===== config.mk =====
export PLATFORM = sky130hd
export DESIGN_NAME = jitter_entropy_conditioner_core
export DESIGN_NICKNAME = d
export VERILOG_FILES = /design/src/rtl/jec_pkg.sv /design/src/rtl/jitter_entropy_conditioner_core.sv
export VERILOG_INCLUDE_DIRS = /design/src /design/src/rtl
export SDC_FILE = /design/constraint.sdc
export NUM_CORES = 2
export LEC_CHECK = 0
export BUFFER_PORTS_ARGS = -buffer_cell sky130_fd_sc_hd__buf_2
export CAP_MARGIN = 15
export CORE_ASPECT_RATIO = 0.75
export CORE_MARGIN = 1
export CORE_UTILIZATION = 65
export CTS_CLUSTER_DIAMETER = 80
export DETAILED_ROUTE_END_ITERATION = 6
export GPL_ROUTABILITY_DRIVEN = 1
export MAX_ROUTING_LAYER = met4
export PLACE_DENSITY = 0.84
export SLEW_MARGIN = 40
export SYNTH_ARGS = -nofsm -noshare
export SYNTH_HDL_FRONTEND = slang
export SYNTH_SLANG_ARGS = --single-unit
export TNS_END_PERCENT = 30

===== constraint.sdc =====
create_clock -name clk_i -period 14.1 [get_ports clk_i]
set_input_delay 0.705 -clock clk_i [delete_from_list [all_inputs] [get_ports clk_i]]
set_output_delay 0.705 -clock clk_i [all_outputs]
set_load 0.005 [all_outputs]

===== src/rtl/jitter_entropy_conditioner_core_defines.svh =====
// ----------------------------------------------------------------------------
// Assertion macros for the jitter entropy conditioner
// Clocked, reset-qualified property checks shared by the RTL.
// ----------------------------------------------------------------------------
`ifndef JITTER_ENTROPY_CONDITIONER_CORE_DEFINES_SVH
`define JITTER_ENTROPY_CONDITIONER_CORE_DEFINES_SVH

// Check a property on every rising clock edge outside reset
`define JEC_ASSERT(lbl, prop, msg) \
  lbl: assert property (@(posedge clk_i) disable iff (!rst_ni) (prop)) else $error(msg);

// Check an implication whose consequent must hold in the next cycle, outside reset
`define JEC_ASSERT_NEXT(lbl, ante, cons, msg) \
  lbl: assert property (@(posedge clk_i) disable iff (!rst_ni) (ante) |=> (cons)) else $error(msg);

`endif


===== src/rtl/jec_pkg.sv =====
// ----------------------------------------------------------------------------
// jec_pkg
// Types and constants of the jitter entropy conditioner.
// ----------------------------------------------------------------------------
`timescale 1ns / 1ps

package jec_pkg;

  // Mixing multipliers and pool rotation
  localparam logic [63:0] MIX_MUL_A   = 64'h9E37_79B9_7F4A_7C15;
  localparam logic [63:0] MIX_MUL_B   = 64'hBF58_476D_1CE4_E5B9;
  localparam int unsigned POOL_ROTATE = 7;
  localparam int unsigned PRE_SHIFT   = 4;
  localparam int unsigned MID_SHIFT   = 17;
  localparam int unsigned POST_SHIFT  = 31;

  // Configuration register indexes
  localparam logic [1:0] CFG_FOLD_ITERATIONS   = 2'd0;
  localparam logic [1:0] CFG_SAMPLES_PER_ROUND = 2'd1;
  localparam logic [1:0] CFG_NON_ADVANCE_LIMIT = 2'd2;

  // Configuration reset values
  localparam logic [7:0] RST_FOLD_ITERATIONS   = 8'd128;
  localparam logic [7:0] RST_SAMPLES_PER_ROUND = 8'd64;
  localparam logic [7:0] RST_NON_ADVANCE_LIMIT = 8'd10;

  // Multiplier phases: low x low, high x low, low x high
  localparam logic [1:0] PH_LL = 2'd0;
  localparam logic [1:0] PH_HL = 2'd1;
  localparam logic [1:0] PH_LH = 2'd2;

  typedef enum logic [1:0] {
    ST_FOLDED    = 2'd0,
    ST_SKIPPED   = 2'd1,
    ST_ABORTED   = 2'd2,
    ST_EXTRACTED = 2'd3
  } status_e;

  typedef enum logic [1:0] {
    S_IDLE   = 2'd0,
    S_PRE    = 2'd1,
    S_MUL    = 2'd2,
    S_FINISH = 2'd3
  } state_e;

endpackage


===== src/rtl/jitter_entropy_conditioner_core.sv =====
// Extract and non-advancing samples go from accept to the finish step, which registers
// the result once the output slot is free. Folded samples first run fold_iterations
// iterations of a xorshift and two 64-bit multiplies on one shared 32x32 multiplier.
// Throughput: one item at a time; the next item is taken once the result is registered.
// Reset (rst_ni low, asynchronous): pool, round position and run count clear, and the
// registers return to fold_iterations 128, samples_per_round 64, non_advance_limit 10.
// ----------------------------------------------------------------------------
// jitter_entropy_conditioner_core
// Folds timer deltas into a 64-bit entropy pool with an iterative mixer, and extracts and reseeds the pool on request.
// ----------------------------------------------------------------------------
`timescale 1ns / 1ps
`include "jitter_entropy_conditioner_core_defines.svh"

module jitter_entropy_conditioner_core (
  input  logic        clk_i,
  input  logic        rst_ni,
  // configuration
  input  logic        cfg_we_i,
  input  logic [1:0]  cfg_index_i,
  input  logic [7:0]  cfg_wdata_i,
  // input items
  input  logic        in_valid_i,
  output logic        in_stall_o,
  input  logic        action_i,
  input  logic [63:0] time_before_i,
  input  logic [63:0] time_after_i,
  input  logic [63:0] reseed_value_i,
  // result items
  output logic        out_valid_o,
  input  logic        out_stall_i,
  output logic [63:0] pool_value_o,
  output logic [1:0]  status_o,
  output logic        round_done_o
);

  // Configuration registers
  logic [7:0] fold_iter_q, spr_q, limit_q;

  // Control state
  jec_pkg::state_e  state_q, state_d;
  jec_pkg::status_e kind_q, kind_d;
  logic [7:0]  iter_q, iter_d;
  logic [1:0]  ph_q, ph_d;
  logic        sel_b_q, sel_b_d;
  logic [63:0] pool_q, pool_d;
  logic [7:0]  pos_q, pos_d;
  logic [7:0]  run_q, run_d;

  // Datapath
  logic [63:0] x_q, x_d;
  logic [63:0] acc_q, acc_d;
  logic [63:0] reseed_q, reseed_d;

  // Output register
  logic        out_valid_q, out_valid_d;
  logic [63:0] out_pool_q, out_pool_d;
  jec_pkg::status_e out_status_q, out_status_d;
  logic        out_done_q, out_done_d;

  logic        in_acc, out_free;
  logic [63:0] konst, prod, p_full, mixed, pool_x;
  logic [31:0] mul_a, mul_b, p_hi;
  logic [8:0]  next_pos;
  logic [7:0]  run_inc;
  logic        abort;
  logic        round_end;

  assign in_stall_o   = (state_q != jec_pkg::S_IDLE);
  assign in_acc       = in_valid_i && !in_stall_o;
  assign out_free     = !out_valid_q || !out_stall_i;
  assign out_valid_o  = out_valid_q;
  assign pool_value_o = out_pool_q;
  assign status_o     = out_status_q;
  assign round_done_o = out_done_q;

  // Select multiplier operands for the current phase
  assign konst = sel_b_q ? jec_pkg::MIX_MUL_B : jec_pkg::MIX_MUL_A;
  always_comb begin
    case (ph_q)
      jec_pkg::PH_LL: begin
        mul_a = x_q[31:0];
        mul_b = konst[31:0];
      end
      jec_pkg::PH_HL: begin
        mul_a = x_q[63:32];
        mul_b = konst[31:0];
      end
      default: begin
        mul_a = x_q[31:0];
        mul_b = konst[63:32];
      end
    endcase
  end

  // Shared 32x32 multiplier
  assign prod = {32'd0, mul_a} * {32'd0, mul_b};

  // Close the product and apply the trailing xorshift
  assign p_hi   = acc_q[63:32] + prod[31:0];
  assign p_full = {p_hi, acc_q[31:0]};
  assign mixed  = sel_b_q ? (p_full ^ (p_full >> jec_pkg::POST_SHIFT))
                          : (p_full ^ (p_full >> jec_pkg::MID_SHIFT));

  // Round bookkeeping for the finishing step
  assign pool_x    = pool_q ^ x_q;
  assign next_pos  = {1'b0, pos_q} + 9'd1;
  assign round_end = (next_pos >= {1'b0, spr_q});
  assign run_inc   = (run_q == 8'hFF) ? run_q : (run_q + 8'd1);
  assign abort     = (run_inc > limit_q);

  // Sequencer: next state and datapath
  always_comb begin
    state_d      = state_q;
    kind_d       = kind_q;
    iter_d       = iter_q;
    ph_d         = ph_q;
    sel_b_d      = sel_b_q;
    pool_d       = pool_q;
    pos_d        = pos_q;
    run_d        = run_q;
    x_d          = x_q;
    acc_d        = acc_q;
    reseed_d     = reseed_q;
    out_valid_d  = out_valid_q && out_stall_i;
    out_pool_d   = out_pool_q;
    out_status_d = out_status_q;
    out_done_d   = out_done_q;

    case (state_q)
      jec_pkg::S_IDLE: begin
        if (in_acc) begin
          reseed_d = reseed_value_i;
          x_d      = time_after_i - time_before_i;
          iter_d   = fold_iter_q;
          if (action_i) begin
            kind_d  = jec_pkg::ST_EXTRACTED;
            state_d = jec_pkg::S_FINISH;
          end else if (time_after_i > time_before_i) begin
            kind_d  = jec_pkg::ST_FOLDED;
            state_d = (fold_iter_q == 8'd0) ? jec_pkg::S_FINISH : jec_pkg::S_PRE;
          end else begin
            kind_d  = jec_pkg::ST_SKIPPED;
            state_d = jec_pkg::S_FINISH;
          end
        end
      end

      jec_pkg::S_PRE: begin
        // leading xorshift, then start the first multiply
        x_d     = x_q ^ (x_q >> jec_pkg::PRE_SHIFT);
        ph_d    = jec_pkg::PH_LL;
        sel_b_d = 1'b0;
        state_d = jec_pkg::S_MUL;
      end

      jec_pkg::S_MUL: begin
        case (ph_q)
          jec_pkg::PH_LL: begin
            acc_d = prod;
            ph_d  = jec_pkg::PH_HL;
          end
          jec_pkg::PH_HL: begin
            acc_d = {p_hi, acc_q[31:0]};
            ph_d  = jec_pkg::PH_LH;
          end
          default: begin
            x_d  = mixed;
            ph_d = jec_pkg::PH_LL;
            if (!sel_b_q) begin
              sel_b_d = 1'b1;
            end else begin
              sel_b_d = 1'b0;
              iter_d  = iter_q - 8'd1;
              state_d = (iter_q == 8'd1) ? jec_pkg::S_FINISH : jec_pkg::S_PRE;
            end
          end
        endcase
      end

      default: begin
        // commit state and load the result once the output slot frees up
        if (out_free) begin
          out_valid_d = 1'b1;
          out_done_d  = 1'b0;
          state_d     = jec_pkg::S_IDLE;
          case (kind_q)
            jec_pkg::ST_EXTRACTED: begin
              out_pool_d   = pool_q;
              out_status_d = jec_pkg::ST_EXTRACTED;
              pool_d       = pool_q ^ reseed_q;
            end
            jec_pkg::ST_FOLDED: begin
              pool_d       = {pool_x[63-jec_pkg::POOL_ROTATE:0],
                              pool_x[63:64-jec_pkg::POOL_ROTATE]};
              out_pool_d   = pool_d;
              out_status_d = jec_pkg::ST_FOLDED;
              run_d        = 8'd0;
              if (round_end) begin
                pos_d      = 8'd0;
                out_done_d = 1'b1;
              end else begin
                pos_d = next_pos[7:0];
              end
            end
            default: begin
              out_pool_d = pool_q;
              if (abort) begin
                out_status_d = jec_pkg::ST_ABORTED;
                pos_d        = 8'd0;
                run_d        = 8'd0;
              end else begin
                out_status_d = jec_pkg::ST_SKIPPED;
                if (round_end) begin
                  pos_d      = 8'd0;
                  run_d      = 8'd0;
                  out_done_d = 1'b1;
                end else begin
                  pos_d = next_pos[7:0];
                  run_d = run_inc;
                end
              end
            end
          endcase
        end
      end
    endcase
  end

  // Hold configuration registers
  always_ff @(posedge clk_i or negedge rst_ni) begin
    if (!rst_ni) begin
      fold_iter_q <= jec_pkg::RST_FOLD_ITERATIONS;
      spr_q       <= jec_pkg::RST_SAMPLES_PER_ROUND;
      limit_q     <= jec_pkg::RST_NON_ADVANCE_LIMIT;
    end else if (cfg_we_i) begin
      case (cfg_index_i)
        jec_pkg::CFG_FOLD_ITERATIONS:   fold_iter_q <= cfg_wdata_i;
        jec_pkg::CFG_SAMPLES_PER_ROUND: spr_q       <= cfg_wdata_i;
        jec_pkg::CFG_NON_ADVANCE_LIMIT: limit_q     <= cfg_wdata_i;
        default: ;
      endcase
    end
  end

  // Advance control state
  always_ff @(posedge clk_i or negedge rst_ni) begin
    if (!rst_ni) begin
      state_q     <= jec_pkg::S_IDLE;
      kind_q      <= jec_pkg::ST_FOLDED;
      iter_q      <= 8'd0;
      ph_q        <= jec_pkg::PH_LL;
      sel_b_q     <= 1'b0;
      pool_q      <= 64'd0;
      pos_q       <= 8'd0;
      run_q       <= 8'd0;
      out_valid_q <= 1'b0;
    end else begin
      state_q     <= state_d;
      kind_q      <= kind_d;
      iter_q      <= iter_d;
      ph_q        <= ph_d;
      sel_b_q     <= sel_b_d;
      pool_q      <= pool_d;
      pos_q       <= pos_d;
      run_q       <= run_d;
      out_valid_q <= out_valid_d;
    end
  end

  // Update payload registers
  always_ff @(posedge clk_i) begin
    x_q          <= x_d;
    acc_q        <= acc_d;
    reseed_q     <= reseed_d;
    out_pool_q   <= out_pool_d;
    out_status_q <= out_status_d;
    out_done_q   <= out_done_d;
  end

  // Assertions
  `JEC_ASSERT(a_load_from_finish, $rose(out_valid_q) |-> $past(state_q == jec_pkg::S_FINISH), "result loaded outside finish step")
  `JEC_ASSERT(a_mul_has_work, (state_q == jec_pkg::S_MUL) |-> (iter_q != 8'd0), "multiply running with no iterations left")
  `JEC_ASSERT(a_phase_legal, (state_q == jec_pkg::S_MUL) |-> (ph_q != 2'd3), "illegal multiplier phase")
  `JEC_ASSERT_NEXT(a_accept_busy, in_valid_i && !in_stall_o, in_stall_o, "item accepted without going busy")
  `JEC_ASSERT(a_done_status, (out_valid_q && out_done_q) |-> (out_status_q == jec_pkg::ST_FOLDED || out_status_q == jec_pkg::ST_SKIPPED), "round done flagged on extract or abort")

endmodule

==> results.md <==
* Post-synthesis instance area at 54100 um^2
* Residual DRC at 28
* Crit-path max cell delay at 810 ps
* Outcome: complete, but fails checks
* Violation count after the first detailed-route iteration at 5964
* Reg-to-Reg End: x_q[32]$_DFFE_PP_
* Pre-antenna DRT Iters at 7
* Final min period at 11790 ps
* Die Y at 252 um
* Setup Viol. Count Final at 0
* Synth Instances at 5653
* Largest net degree at the start of global routing at 93
* Max-slew violations at 0
* EDFF count, synth at 259
* Routed Antenna Nets at 0
* Routed wire length per instance at 27.3 um
* Clock buffer count from CTS at 36
* Met3 Usage GRT at 17.5%
* Fmax at 84.8 MHz
* RePlAce Congestion at 1.05
* PortBufs at 276
* DP Wirelength at 159000 um
* R2r setup slk at 2310 ps
* Synthesis Warnings at 0
* Clock sinks at 379
* Layout area overhead at 6.80%
* Sequential Area at 10800 um^2
* Layout Skew at 36.7 ps
* Total die area at 84400 um^2
* Worst relative slew slack at 38.2%
* Clock transition at path regs at 70 ps
* GRT Max-Usage Layer: met1
* CTS tree: yes
* Count of cell types in the netlist at 89
* Via count at 43500
* Post-cts hold buffer count at 0
* Post-CTS sizing at 0
* Vias in the first global route at 43000
* Initial antenna violation count at 7
* Post-synthesis sequential area ratio at 19.9%
* Fin Setup TNS at 0 ps
* Layout cells sized above 1 at 8.22%
* Synthesized area per cell at 9.57 um^2
* Max-cap violations at 0
* Post-synth ARST share at 31.7%
* Nets at 7302
* Worst Setup End Kind: flip-flop
* Core ar. at 82300 um^2
* Top cell type's share of synthesized area at 32.0%
* I/O pin count at 277
* CTS H-tree lvls at 2
* Hold WC Path Type: input port to async pin
* Row cnt at 91
* Post-synth top cells: inv_1 (1146), fa_1 (865), nor2_1 (488), ha_1 (420), nand2_1 (377)
* CP startpoint kind: flip-flop
* Starting Density at 65.7%
* GR Overflow Total at 0
* Final Cycle Share at 83.6%
* Slowest cell on crit path: clkinv_1
* Total Wirelength at 190000 um
* Clock Path Buffers at 3
* Final Hold Fails at 0
* Dominant cell type by area after synthesis: fa_1
* Reg2Reg Launch Point: ph_q[0]$_DFFE_PN0N_
* Skew-Pair Late Insertion Delay at 570 ps
* CP arrival at 12050 ps
* Worst-margin pin slew at 924 ps
* Met2 Use GR at 62.3%
* Vias per inst at 6.25
* Most common cell in the netlist: inv_1
* Worst path required time at 14360 ps
* Number of setup buffers added after CTS at 0
* First-pass GRT wire length at 280000 um
* Reg2reg path depth at 30
* GRT Overall Usage at 47.2%
* Failing checks: design-rule violations
* Area of the multi-input gates at 38300 um^2
* Crit Path Category: flip-flop to flip-flop
* Seq cells post-synth at 379
* Die Width at 335 um
* CTS root buffer: clkbuf_16
* Mapped Nets at 7146
* Synth area leaders: fa_1 (32%), edfxtp_1 (14%), ha_1 (9.7%)
* Crit-path max FO at 17
* Unrepaired setup endpoints after global routing: false
* Top_reg_cell synth: edfxtp_1
* Crit path top cell by count: fa_1
* Filler cell count at 6389
* Met1 GRT Util at 66.6%
[per-layer routing]
| layer | vias to the layer above | part of all wire, % |
|---|---|---|
| met1 | 21400 | 40 |
| met2 | 3175 | 40 |
| met4 | 0 | 4.3 |
| met3 | 499 | 16 |
| li1 | 18400 | - |
| met5 | - | 0 |
[through the flow]
step / util, % / instances / cell area, um^2 / hold slack (ps) / worst slack [ps]
floorplan: - / 5653 / 54100 / 409 / 3810
global placement: 68.6 / 6886 / 56500 / 491 / 2520
detailed placement: 68.7 / 6886 / 56500 / 494 / 2710
CTS: 70.1 / 6951 / 57700 / 217 / 2640
global route: 70.2 / 6959 / 57800 / 249 / 2060
finish: 70.2 / 6964 / 57800 / 194 / 2310
[cell families after synthesis]
family | after synthesis | synth area share, %
compound gates | 885 | 10.7
xor+xnor | 334 | 5.41
fa+ha+maj | 1285 | 41.7
buf+inv | 1360 | 9.48
flops | 379 | 19.9
mux | 66 | 1.28
simple gates | 1344 | 11.5
[worst max-delay path, delay by kind of cell (launching register included)]
| kind | cells | cell delay [ps] |
|---|---|---|
| AO/OA/AOI/OAI | 5 | 1110 |
| XOR/XNOR | 3 | 1010 |
| adder cells (fa/ha/maj) | 10 | 4940 |
| buffers and inverters | 5 | 1630 |
| flip-flops | 1 | 440 |
| multiplexers | 1 | 600 |
| AND/OR/NAND/NOR | 6 | 1710 |
[worst max path at each step]
stage / endpoint / slack [ps] / from / cells after the start
final: x_q[32]$_DFFE_PP_ / 2310 / ph_q[0]$_DFFE_PN0N_ / 30
after global routing: x_q[32]$_DFFE_PP_ / 2060 / ph_q[0]$_DFFE_PN0N_ / 30
after CTS: x_q[32]$_DFFE_PP_ / 2640 / ph_q[0]$_DFFE_PN0N_ / 30
after detailed placement: x_q[32]$_DFFE_PP_ / 2710 / ph_q[0]$_DFFE_PN0N_ / 30
after global placement: x_q[32]$_DFFE_PP_ / 2520 / ph_q[0]$_DFFE_PN0N_ / 30
after floorplan: x_q[32]$_DFFE_PP_ / 3810 / sel_b_q$_DFFE_PN0P_ / 42
[final cells by class]
class / count / area share (%)
repair buffers: 321 / 3.02
flip-flops and latches: 379 / 18.7
diodes: 12 / 0.0520
clock inverters: 12 / 0.238
inverters: 1157 / 7.52
clock buffers: 53 / 1.73
multi-input cells: 3914 / 66.3
well taps: 1116 / 2.42
[cells in the final DEF (no fill, tap or decap), drive strengths merged, types with 13 or more instances in the layout]
master   count
a2111oi     58
a211oi      18
a21o        84
a21oi      303
a221oi      21
a22oi       20
a31oi       17
a32o        13
and2       139
and3        16
buf        321
clkbuf      53
clkinv      16
dfrtp      116
edfxtp     259
fa         865
ha         420
inv       1151
mux2        26
mux2i       40
nand2      377
nand2b      92
nand3       48
nand4       38
nor2       488
nor2b       39
nor3        27
nor4        13
o211ai      21
o21a        28
o21ai      154
o21bai      28
o221ai      26
o22ai       23
or2         33
xnor2      198
xor2       136
[sequential cells by signal (all words and copies together), names as in the netlist, 2 cells and up]
signal and cells:
status_o 2, kind_q 2, run_q 8, x_q 64, spr_q 8, pool_q 64
pool_value_o 64, limit_q 8, iter_q 8, reseed_q 64, state_q 2, fold_iter_q 8
pos_q 8, ph_q 2, acc_q 64
Power is left out: the tool's default activity adds up to more than one toggle a clock period on the data nets, which glitch-free logic cannot reach.
